$ cat config.mk
export PLATFORM = sky130hd
export DESIGN_NAME = piecewise_linear_interpolator_core
export DESIGN_NICKNAME = d
export VERILOG_FILES = /design/src/hw/rtl/pli_pkg.sv /design/src/hw/rtl/pli_div.sv /design/src/hw/rtl/piecewise_linear_interpolator_core.sv
export VERILOG_INCLUDE_DIRS = /design/src /design/src/hw/rtl
export SDC_FILE = /design/constraint.sdc
export NUM_CORES = 2
export LEC_CHECK = 0
export BUFFER_PORTS_ARGS = -buffer_cell sky130_fd_sc_hd__buf_2
export CAP_MARGIN = 20
export CORE_ASPECT_RATIO = 1.75
export CORE_MARGIN = 1.5
export CORE_UTILIZATION = 58
export CTS_CLUSTER_DIAMETER = 50
export DETAILED_ROUTE_END_ITERATION = 8
export PLACE_DENSITY = 0.77
export SLEW_MARGIN = 20
export SYNTH_ARGS = -nofsm -noshare
export SYNTH_HDL_FRONTEND = slang
export SYNTH_HIERARCHICAL = 1
export SYNTH_SLANG_ARGS = --single-unit
$ cat constraint.sdc
create_clock -name clk -period 8.8 [get_ports clk]
set_clock_uncertainty 0.1 [all_clocks]
set_input_delay 0.88 -clock clk [delete_from_list [all_inputs] [get_ports clk]]
set_output_delay 0.88 -clock clk [all_outputs]
set_load 0.02 [all_outputs]
$ cat src/hw/rtl/piecewise_linear_interpolator_core_macros.svh
// Assertion macros shared by the interpolator RTL.
// PLI_ASSERT_IMP checks a consequent in the same cycle as its antecedent,
// PLI_ASSERT_NXT checks it in the following cycle.
`ifndef PIECEWISE_LINEAR_INTERPOLATOR_CORE_MACROS_SVH
`define PIECEWISE_LINEAR_INTERPOLATOR_CORE_MACROS_SVH

`ifndef NO_ASSERTIONS

`define PLI_ASSERT_IMP(lbl, clk, rst_n, ante, cons) \
    lbl: assert property (@(posedge clk) disable iff (!rst_n) (ante) |-> (cons)) \
        else $error("interpolator check failed");

`define PLI_ASSERT_NXT(lbl, clk, rst_n, ante, cons) \
    lbl: assert property (@(posedge clk) disable iff (!rst_n) (ante) |=> (cons)) \
        else $error("interpolator check failed");

`else

`define PLI_ASSERT_IMP(lbl, clk, rst_n, ante, cons)

`define PLI_ASSERT_NXT(lbl, clk, rst_n, ante, cons)

`endif

`endif

$ cat src/hw/rtl/pli_pkg.sv
package pli_pkg;

    // Fixed field widths
    localparam int IDX_W   = 4;
    localparam int PROB_W  = 17;
    localparam int SEG_W   = 5;
    localparam int REG_W   = 2;
    localparam int CNT_W   = 5;
    localparam int OUT_W   = 24;

    // Q1.16 one
    localparam logic [PROB_W-1:0] PROB_ONE  = 17'h10000;
    localparam logic [PROB_W-1:0] PROB_ZERO = 17'h00000;

    // Item kinds carried in tuser
    localparam logic FUNC_LOAD  = 1'b0;
    localparam logic FUNC_QUERY = 1'b1;

    // Result regions
    localparam logic [REG_W-1:0] REGION_BELOW  = 2'd0;
    localparam logic [REG_W-1:0] REGION_INTERP = 2'd1;
    localparam logic [REG_W-1:0] REGION_BEYOND = 2'd2;

endpackage

$ cat src/hw/rtl/pli_div.sv
`include "piecewise_linear_interpolator_core_macros.svh"

module pli_div #(
    parameter int NUM_W = 33,
    parameter int DEN_W = 16
) (
    input  logic             clk,
    input  logic             rst_n,
    input  logic             start,
    input  logic [NUM_W-1:0] num,
    input  logic [DEN_W-1:0] den,
    output logic             done,
    output logic [NUM_W-1:0] quot
);

    localparam int STEPS = (NUM_W + 1) / 2;
    localparam int PAD_W = 2 * STEPS;
    localparam int CNT_W = $clog2(STEPS + 1);

    logic             busy_reg,  busy_next;
    logic             done_reg,  done_next;
    logic [CNT_W-1:0] cnt_reg,   cnt_next;
    logic [DEN_W-1:0] rem_reg,   rem_next;
    logic [PAD_W-1:0] dvd_reg,   dvd_next;
    logic [DEN_W-1:0] den_reg,   den_next;

    logic [DEN_W:0]   trial;
    logic [DEN_W-1:0] rem_step;
    logic [PAD_W-1:0] dvd_step;

    // Two restoring steps per cycle, quotient bits shift in at the bottom
    always_comb
    begin
        rem_step = rem_reg;
        dvd_step = dvd_reg;
        trial    = '0;
        for (int k = 0; k < 2; k++)
        begin
            trial    = {rem_step, dvd_step[PAD_W-1]};
            dvd_step = {dvd_step[PAD_W-2:0], 1'b0};
            if (trial >= {1'b0, den_reg})
            begin
                trial       = trial - {1'b0, den_reg};
                dvd_step[0] = 1'b1;
            end
            rem_step = trial[DEN_W-1:0];
        end
    end

    // Load on start, iterate while busy
    always_comb
    begin
        busy_next = busy_reg;
        done_next = 1'b0;
        cnt_next  = cnt_reg;
        rem_next  = rem_reg;
        dvd_next  = dvd_reg;
        den_next  = den_reg;
        if (start)
        begin
            busy_next = 1'b1;
            cnt_next  = CNT_W'(STEPS);
            rem_next  = '0;
            dvd_next  = PAD_W'(num);
            den_next  = den;
        end
        else if (busy_reg)
        begin
            rem_next = rem_step;
            dvd_next = dvd_step;
            cnt_next = cnt_reg - 1'b1;
            if (cnt_reg == CNT_W'(1))
            begin
                busy_next = 1'b0;
                done_next = 1'b1;
            end
        end
    end

    always_ff @(posedge clk or negedge rst_n)
    begin
        if (!rst_n)
        begin
            busy_reg <= 1'b0;
            done_reg <= 1'b0;
            cnt_reg  <= '0;
        end
        else
        begin
            busy_reg <= busy_next;
            done_reg <= done_next;
            cnt_reg  <= cnt_next;
        end
    end

    always_ff @(posedge clk)
    begin
        rem_reg <= rem_next;
        dvd_reg <= dvd_next;
        den_reg <= den_next;
    end

    assign done = done_reg;
    assign quot = dvd_reg[NUM_W-1:0];

    `PLI_ASSERT_IMP(a_start_when_idle, clk, rst_n, start, !busy_reg)
    `PLI_ASSERT_IMP(a_rem_below_den, clk, rst_n, busy_reg, rem_reg < den_reg)
    `PLI_ASSERT_NXT(a_done_single, clk, rst_n, done_reg, !done_reg && !busy_reg)

endmodule

$ cat src/hw/rtl/piecewise_linear_interpolator_core.sv
// Channel   Dir  Handshake               Payload
// s_axis    in   s_axis_tvalid/tready    tuser: func; tdata: entry_index, distance,
//                                        entry_probability
// m_axis    out  m_axis_tvalid/tready    tdata: probability, region, segment
// cfg       in   cfg_wr_en               cfg_wr_data: point_count
//
// A load item writes the table memory at acceptance.
// A query searches the n points in use with one search read per entry, then takes
// one multiply step and the two-bit-per-cycle divider.
// Below-first and empty-table queries skip the multiply and the divider.
// Reset clears the count register and control; the table holds garbage until loaded.
// A result waits in the output register; loads are still taken while it stalls.
`include "piecewise_linear_interpolator_core_macros.svh"

module piecewise_linear_interpolator_core #(
    parameter int MAX_POINTS = 16,
    parameter int DIST_BITS  = 16
) (
    input  logic                                     clk,
    input  logic                                     rst_n,
    // cfg
    input  logic                                     cfg_wr_en,
    input  logic [pli_pkg::CNT_W-1:0]                cfg_wr_data,
    // input items
    input  logic                                     s_axis_tvalid,
    output logic                                     s_axis_tready,
    // tuser: func
    input  logic                                     s_axis_tuser,
    // tdata: entry_index, distance, entry_probability, zero pad
    input  logic [((DIST_BITS + pli_pkg::IDX_W + pli_pkg::PROB_W + 7) / 8) * 8 - 1:0]
                                                     s_axis_tdata,
    // result items
    output logic                                     m_axis_tvalid,
    input  logic                                     m_axis_tready,
    // tdata: probability, region, segment
    output logic [pli_pkg::OUT_W-1:0]                m_axis_tdata
);

    import pli_pkg::*;

    localparam int ADDR_W  = $clog2(MAX_POINTS);
    localparam int ENT_W   = DIST_BITS + PROB_W;
    localparam int PRODS_W = PROB_W + DIST_BITS + 2;
    localparam int MAG_W   = PROB_W + DIST_BITS;
    localparam int SUM_W   = MAG_W + 2;

    localparam logic [2:0] S_IDLE   = 3'd0;
    localparam logic [2:0] S_SEARCH = 3'd1;
    localparam logic [2:0] S_MUL    = 3'd2;
    localparam logic [2:0] S_DIVST  = 3'd3;
    localparam logic [2:0] S_DIV    = 3'd4;
    localparam logic [2:0] S_DONE   = 3'd5;

    // Input fields
    logic [IDX_W-1:0]     in_idx;
    logic [DIST_BITS-1:0] in_dist;
    logic [PROB_W-1:0]    in_prob;
    logic                 in_acc;

    assign in_idx  = s_axis_tdata[IDX_W-1:0];
    assign in_dist = s_axis_tdata[IDX_W +: DIST_BITS];
    assign in_prob = s_axis_tdata[IDX_W + DIST_BITS +: PROB_W];
    assign in_acc  = s_axis_tvalid && s_axis_tready;

    // Control state
    logic [2:0]          state_reg,   state_next;
    logic [CNT_W-1:0]    count_reg,   count_next;
    logic                rd_vld_reg,  rd_vld_next;
    logic                m_vld_reg,   m_vld_next;

    // Payload state
    logic [SEG_W-1:0]     n_reg,       n_next;
    logic [DIST_BITS-1:0] q_reg,       q_next;
    logic [SEG_W-1:0]     rd_idx_reg,  rd_idx_next;
    logic [SEG_W-1:0]     cmp_idx_reg, cmp_idx_next;
    logic [ENT_W-1:0]     prev_reg,    prev_next;
    logic [ENT_W-1:0]     cur_reg,     cur_next;
    logic [SEG_W-1:0]     seg_reg,     seg_next;
    logic [REG_W-1:0]     region_reg,  region_next;
    logic [PROB_W-1:0]    prob_reg,    prob_next;
    logic signed [PRODS_W-1:0] prod_reg, prod_next;
    logic [DIST_BITS-1:0] span_reg,    span_next;
    logic                 neg_reg,     neg_next;
    logic [OUT_W-1:0]     out_reg,     out_next;

    // Table memory: breakpoint in the low bits, probability above
    logic [ENT_W-1:0] tbl_mem [MAX_POINTS];
    logic [ENT_W-1:0] rd_data_reg;
    logic             tbl_we;

    // Datapath helpers
    logic [SEG_W-1:0]     n_in;
    logic [DIST_BITS-1:0] rd_bp;
    logic [DIST_BITS-1:0] prev_d, cur_d;
    logic [PROB_W-1:0]    prev_p, cur_p;
    logic signed [PROB_W:0] dp;
    logic [DIST_BITS-1:0] dq;
    logic [PRODS_W-1:0]   mag_full;
    logic                 div_start;
    logic                 div_done;
    logic [MAG_W-1:0]     div_quot;
    logic signed [SUM_W-1:0] sum_p1, sum_q, sum;

    assign tbl_we = in_acc && (s_axis_tuser == FUNC_LOAD) && (32'(in_idx) < MAX_POINTS);

    // Write loads at acceptance, read the search entry every cycle
    always_ff @(posedge clk)
    begin
        if (tbl_we)
        begin
            tbl_mem[ADDR_W'(in_idx)] <= {in_prob, in_dist};
        end
        rd_data_reg <= tbl_mem[ADDR_W'(rd_idx_reg)];
    end

    // Clamp the count to the table depth
    assign n_in = (32'(count_reg) > MAX_POINTS) ? SEG_W'(MAX_POINTS) : count_reg;

    assign rd_bp  = rd_data_reg[DIST_BITS-1:0];
    assign prev_d = prev_reg[DIST_BITS-1:0];
    assign prev_p = prev_reg[DIST_BITS +: PROB_W];
    assign cur_d  = cur_reg[DIST_BITS-1:0];
    assign cur_p  = cur_reg[DIST_BITS +: PROB_W];

    assign dp = $signed({1'b0, cur_p}) - $signed({1'b0, prev_p});
    assign dq = q_reg - prev_d;

    assign mag_full  = prod_reg[PRODS_W-1] ? $unsigned(-prod_reg) : $unsigned(prod_reg);
    assign div_start = (state_reg == S_DIVST);

    // Signed sum of the left probability and the truncated quotient
    assign sum_p1 = $signed(SUM_W'(prev_p));
    assign sum_q  = $signed({2'b00, div_quot});
    assign sum    = neg_reg ? (sum_p1 - sum_q) : (sum_p1 + sum_q);

    pli_div #(
        .NUM_W (MAG_W),
        .DEN_W (DIST_BITS)
    ) u_div (
        .clk   (clk),
        .rst_n (rst_n),
        .start (div_start),
        .num   (mag_full[MAG_W-1:0]),
        .den   (span_reg),
        .done  (div_done),
        .quot  (div_quot)
    );

    assign s_axis_tready = (state_reg == S_IDLE);

    // Sequencer
    always_comb
    begin
        state_next   = state_reg;
        count_next   = count_reg;
        rd_vld_next  = 1'b0;
        m_vld_next   = m_vld_reg;
        n_next       = n_reg;
        q_next       = q_reg;
        rd_idx_next  = rd_idx_reg;
        cmp_idx_next = rd_idx_reg;
        prev_next    = prev_reg;
        cur_next     = cur_reg;
        seg_next     = seg_reg;
        region_next  = region_reg;
        prob_next    = prob_reg;
        prod_next    = prod_reg;
        span_next    = span_reg;
        neg_next     = neg_reg;
        out_next     = out_reg;

        if (cfg_wr_en)
        begin
            count_next = cfg_wr_data;
        end

        // Drop the result once taken
        if (m_vld_reg && m_axis_tready)
        begin
            m_vld_next = 1'b0;
        end

        unique case (state_reg)
            S_IDLE:
            begin
                if (in_acc && (s_axis_tuser == FUNC_QUERY))
                begin
                    q_next      = in_dist;
                    n_next      = n_in;
                    rd_idx_next = '0;
                    if (n_in == '0)
                    begin
                        seg_next    = '0;
                        region_next = REGION_BELOW;
                        prob_next   = PROB_ONE;
                        state_next  = S_DONE;
                    end
                    else
                    begin
                        state_next = S_SEARCH;
                    end
                end
            end
            S_SEARCH:
            begin
                // Issue the next read, compare the entry that came back
                rd_idx_next = rd_idx_reg + 1'b1;
                rd_vld_next = 1'b1;
                if (rd_vld_reg)
                begin
                    if (rd_bp > q_reg)
                    begin
                        seg_next    = cmp_idx_reg;
                        rd_vld_next = 1'b0;
                        if (cmp_idx_reg == '0)
                        begin
                            region_next = REGION_BELOW;
                            prob_next   = PROB_ONE;
                            state_next  = S_DONE;
                        end
                        else
                        begin
                            cur_next    = rd_data_reg;
                            region_next = REGION_INTERP;
                            state_next  = S_MUL;
                        end
                    end
                    else
                    begin
                        prev_next = rd_data_reg;
                        if (cmp_idx_reg + 1'b1 == n_reg)
                        begin
                            seg_next    = n_reg;
                            region_next = REGION_BEYOND;
                            prob_next   = PROB_ZERO;
                            rd_vld_next = 1'b0;
                            state_next  = S_DONE;
                        end
                    end
                end
            end
            S_MUL:
            begin
                prod_next  = dp * $signed({1'b0, dq});
                span_next  = cur_d - prev_d;
                state_next = S_DIVST;
            end
            S_DIVST:
            begin
                neg_next   = prod_reg[PRODS_W-1];
                state_next = S_DIV;
            end
            S_DIV:
            begin
                // Saturate to 0..1
                if (div_done)
                begin
                    if (sum < 0)
                    begin
                        prob_next = PROB_ZERO;
                    end
                    else if (sum > $signed(SUM_W'(PROB_ONE)))
                    begin
                        prob_next = PROB_ONE;
                    end
                    else
                    begin
                        prob_next = sum[PROB_W-1:0];
                    end
                    state_next = S_DONE;
                end
            end
            S_DONE:
            begin
                // Hold until the output register is free
                if (!m_vld_reg || m_axis_tready)
                begin
                    out_next   = {seg_reg, region_reg, prob_reg};
                    m_vld_next = 1'b1;
                    state_next = S_IDLE;
                end
            end
            default:
            begin
                state_next = S_IDLE;
            end
        endcase
    end

    always_ff @(posedge clk or negedge rst_n)
    begin
        if (!rst_n)
        begin
            state_reg  <= S_IDLE;
            count_reg  <= '0;
            rd_vld_reg <= 1'b0;
            m_vld_reg  <= 1'b0;
        end
        else
        begin
            state_reg  <= state_next;
            count_reg  <= count_next;
            rd_vld_reg <= rd_vld_next;
            m_vld_reg  <= m_vld_next;
        end
    end

    always_ff @(posedge clk)
    begin
        n_reg       <= n_next;
        q_reg       <= q_next;
        rd_idx_reg  <= rd_idx_next;
        cmp_idx_reg <= cmp_idx_next;
        prev_reg    <= prev_next;
        cur_reg     <= cur_next;
        seg_reg     <= seg_next;
        region_reg  <= region_next;
        prob_reg    <= prob_next;
        prod_reg    <= prod_next;
        span_reg    <= span_next;
        neg_reg     <= neg_next;
        out_reg     <= out_next;
    end

    assign m_axis_tvalid = m_vld_reg;
    assign m_axis_tdata  = out_reg;

    // Assertion terms
    logic chk_cmp, chk_done, chk_below;

    assign chk_cmp   = (state_reg == S_SEARCH) && rd_vld_reg;
    assign chk_done  = (state_reg == S_DONE);
    assign chk_below = chk_done && (region_reg == REGION_BELOW);

    `PLI_ASSERT_IMP(a_cmp_in_range, clk, rst_n, chk_cmp, cmp_idx_reg < n_reg)
    `PLI_ASSERT_IMP(a_seg_bound, clk, rst_n, chk_done, seg_reg <= n_reg)
    `PLI_ASSERT_IMP(a_below_is_one, clk, rst_n, chk_below, (prob_reg == PROB_ONE) && (seg_reg == '0))
    `PLI_ASSERT_IMP(a_interp_span, clk, rst_n, state_reg == S_DIVST, span_reg != '0)

endmodule

==> impl_metrics.yaml <==
drt:
  ant_nets: 0
  drc_errors: 0
  vias: 30013
  avgRoutedWirePerCell_um: 23.14
  drt-initial-drc-count: 2037
  avgViaCountPerCell: 5.964
  first_pass_iters: 5
  drt-total-wl_um: 116500
sta:
  rsz0062_at_grt: "yes"
  clock.fmax_mhz: 116.0
  timing.final.max_slew_violations: 0
  hold_viol: 0
  fin_hold_ws_ns: 0.1189
  worstMarginPinSlew_ns: 1.123
  post-route-min-period_ns: 8.624
  finalCritPeriodShare: 0.9800
  worst_slack_ns: 0.1756
  slew_headroom: 0.2501
  setup_viol: 0
global_routing:
  grt_start_max_net_pins: 92
  grt.total_usage: 0.2768
  grt_first_pass_wirelength_um: 178500
  grt_overflow: 0
  antenna_found_initial: 8
  grt_pass1_vias: 31956
critical_path:
  r2r-end: "prod_reg[31]"
  end_kind: "register"
  cp_slowest_cell: "fa_1"
  r2r_setup_slack_ns: 0.18
  crit_fanout: 4
  cpMostUsedCell: "fa_1"
  startpoint_type: "register"
  crit_arrival_ns: 8.93
  critPathRequiredTime_ns: 9.11
  cpPeakStageDelay_ns: 0.52
  r2r_cells: 35
  timing.rr.start: "prev_reg[16]"
  critPathLaunch: "prev_reg[16]"
  worstSetupPathType: "reg -> reg"
place:
  numPortBuffers: 73
  post-place-ws_ns: -0.1716
  placed_cell_area_mm2: 0.05154
  dp_hpwl_um: 81980
  gp_congestion: 0.9792
synth:
  synth_edf_count: 768
  ys_types: 95
  ys.flop_type: "edfxtp_1"
  synth_warnings: 6
  synth_commonest_cells: "768 x edfxtp_1, 495 x inv_1, 300 x fa_1"
  synth-seq-cells: 840
  synth_most_common_cell: "edfxtp_1"
  syn_nets: 4261
  syn_avg_cell_area_um2: 13.32
  synth_seq_area_share: 0.5008
  synth-async-reset-ratio: 0.02024
  yosysTopAreaCell: "edfxtp_1"
  syn-instance-count: 3686
  yosys-top-cells-area: "edfxtp_1 47%, fa_1 12%, mux4_2 7.6%, ha_1 5.7%, inv_1 3.8%"
  synth_area_mm2: 0.04910
  netlist.area_leader.share: 0.4697
floorplan:
  row_count: 141
  core-area_mm2: 0.08415
  fp.dieH_um: 387.9
  start_util: 0.5835
  die_area_mm2: 0.08648
  die_x_um: 223.0
  io_pins: 77
cells_and_area:
  drive_gt1_frac: 0.1964
  fin_nets: 4467
  design_area_mm2: 0.05490
  largest_reg_flops: 528
  syn2layout_area_growth_pct: 11.81
clock_tree:
  numCtsBuffers: 77
  clk_path_buf_depth: 3
  tritoncts: "built"
  clk_latency_ns: 0.68
  path_clk_slew_ns: 0.07
  htree_levels: 3
  root_buffer: "clkbuf_16"
  numClockSinks: 840
  cts.hold.buffers_added: 0
status:
  outcome: "finished, final reports clean"
job:
  max_cap_violations: 0
min_path:
  hp-class: "in -> async"
==> what timing repair did <==
item,in CTS,in global routing
setup buffers,18,19
pin swaps,54,94
setup endpoints to repair,6,12
gates resized for setup,38,60
==> worst max-delay path by stage <==
stage,endpoint,cells after the start
floorplan,prod_reg[31],36
global placement,prod_reg[31],35
detailed placement,prod_reg[34],36
CTS,prod_reg[31],37
global route,prod_reg[31],34
finish,prod_reg[31],35
==> placed cells by master, fill, tap and decap left out, types with 39 or more instances in the layout <==
cell	n
dfxtp_1	55
nand2_1	232
clkbuf_16	79
ha_1	214
inv_1	487
nand2b_1	74
buf_2	73
fa_1	290
xnor2_1	120
nor2_1	217
xor2_1	57
edfxtp_1	768
buf_4	189
o21ai_0	79
mux4_2	165
nor2b_1	46
nor3_1	48
a21o_1	39
mux2_2	51
a21oi_1	86
==> area by class of cell <==
type,count,area [um2]
multi-input cells,2201,22410
well taps,1072,1341
repair buffers,276,1968
flip-flops and latches,840,24590
clock buffers,100,2116
diodes,4,10.01
inverters,496,1868
fillers,5926,29250
clock inverters,43,601.8
==> per-layer routing <==
| layer | track usage | vias up | part of all wire |
|---|---|---|---|
| met1 | 0.2804 | 15087 | 0.32 |
| li1 | - | 13394 | - |
| met3 | 0.04402 | 459 | 0.051 |
| met2 | 0.5085 | 1063 | 0.54 |
| met5 | 0 | - | 0.00058 |
| met4 | 0.2041 | 10 | 0.085 |
==> critical path: cells and delay by family, from the launching register on <==
kind                       cells  cell delay (ns)
xor gates and xnor gates       2             0.24
DFF                            1             0.44
adders and majority gates      9             3.78
AOI/OAI and AO/OA             14             2.63
and+or+nand+nor                6             0.86
buffers and inverters          4             0.32
==> per-stage QoR <==
step / instances / utilization / setup TNS (ns)
after floorplan: 3686 / - / 0
after global placement: 4849 / 0.6124 / -0.2895
after detailed placement: 4850 / 0.6125 / -0.5096
after CTS: 5011 / 0.6479 / 0
after global routing: 5029 / 0.6523 / -0.7215
final: 5032 / 0.6524 / 0
==> kinds of logic after synthesis <==
| kind of cell | synth area share |
|---|---|
| AND/OR/NAND/NOR | 0.08506 |
| flip-flops | 0.5008 |
| buffers and inverters | 0.05277 |
| adder cells (fa/ha/maj) | 0.1796 |
| AO/OA/AOI/OAI | 0.05889 |
| multiplexers | 0.09084 |
| XOR/XNOR | 0.03211 |
Power is not shown: default switching activity piles up to over one toggle a cycle in this logic, so the estimate is an artifact.
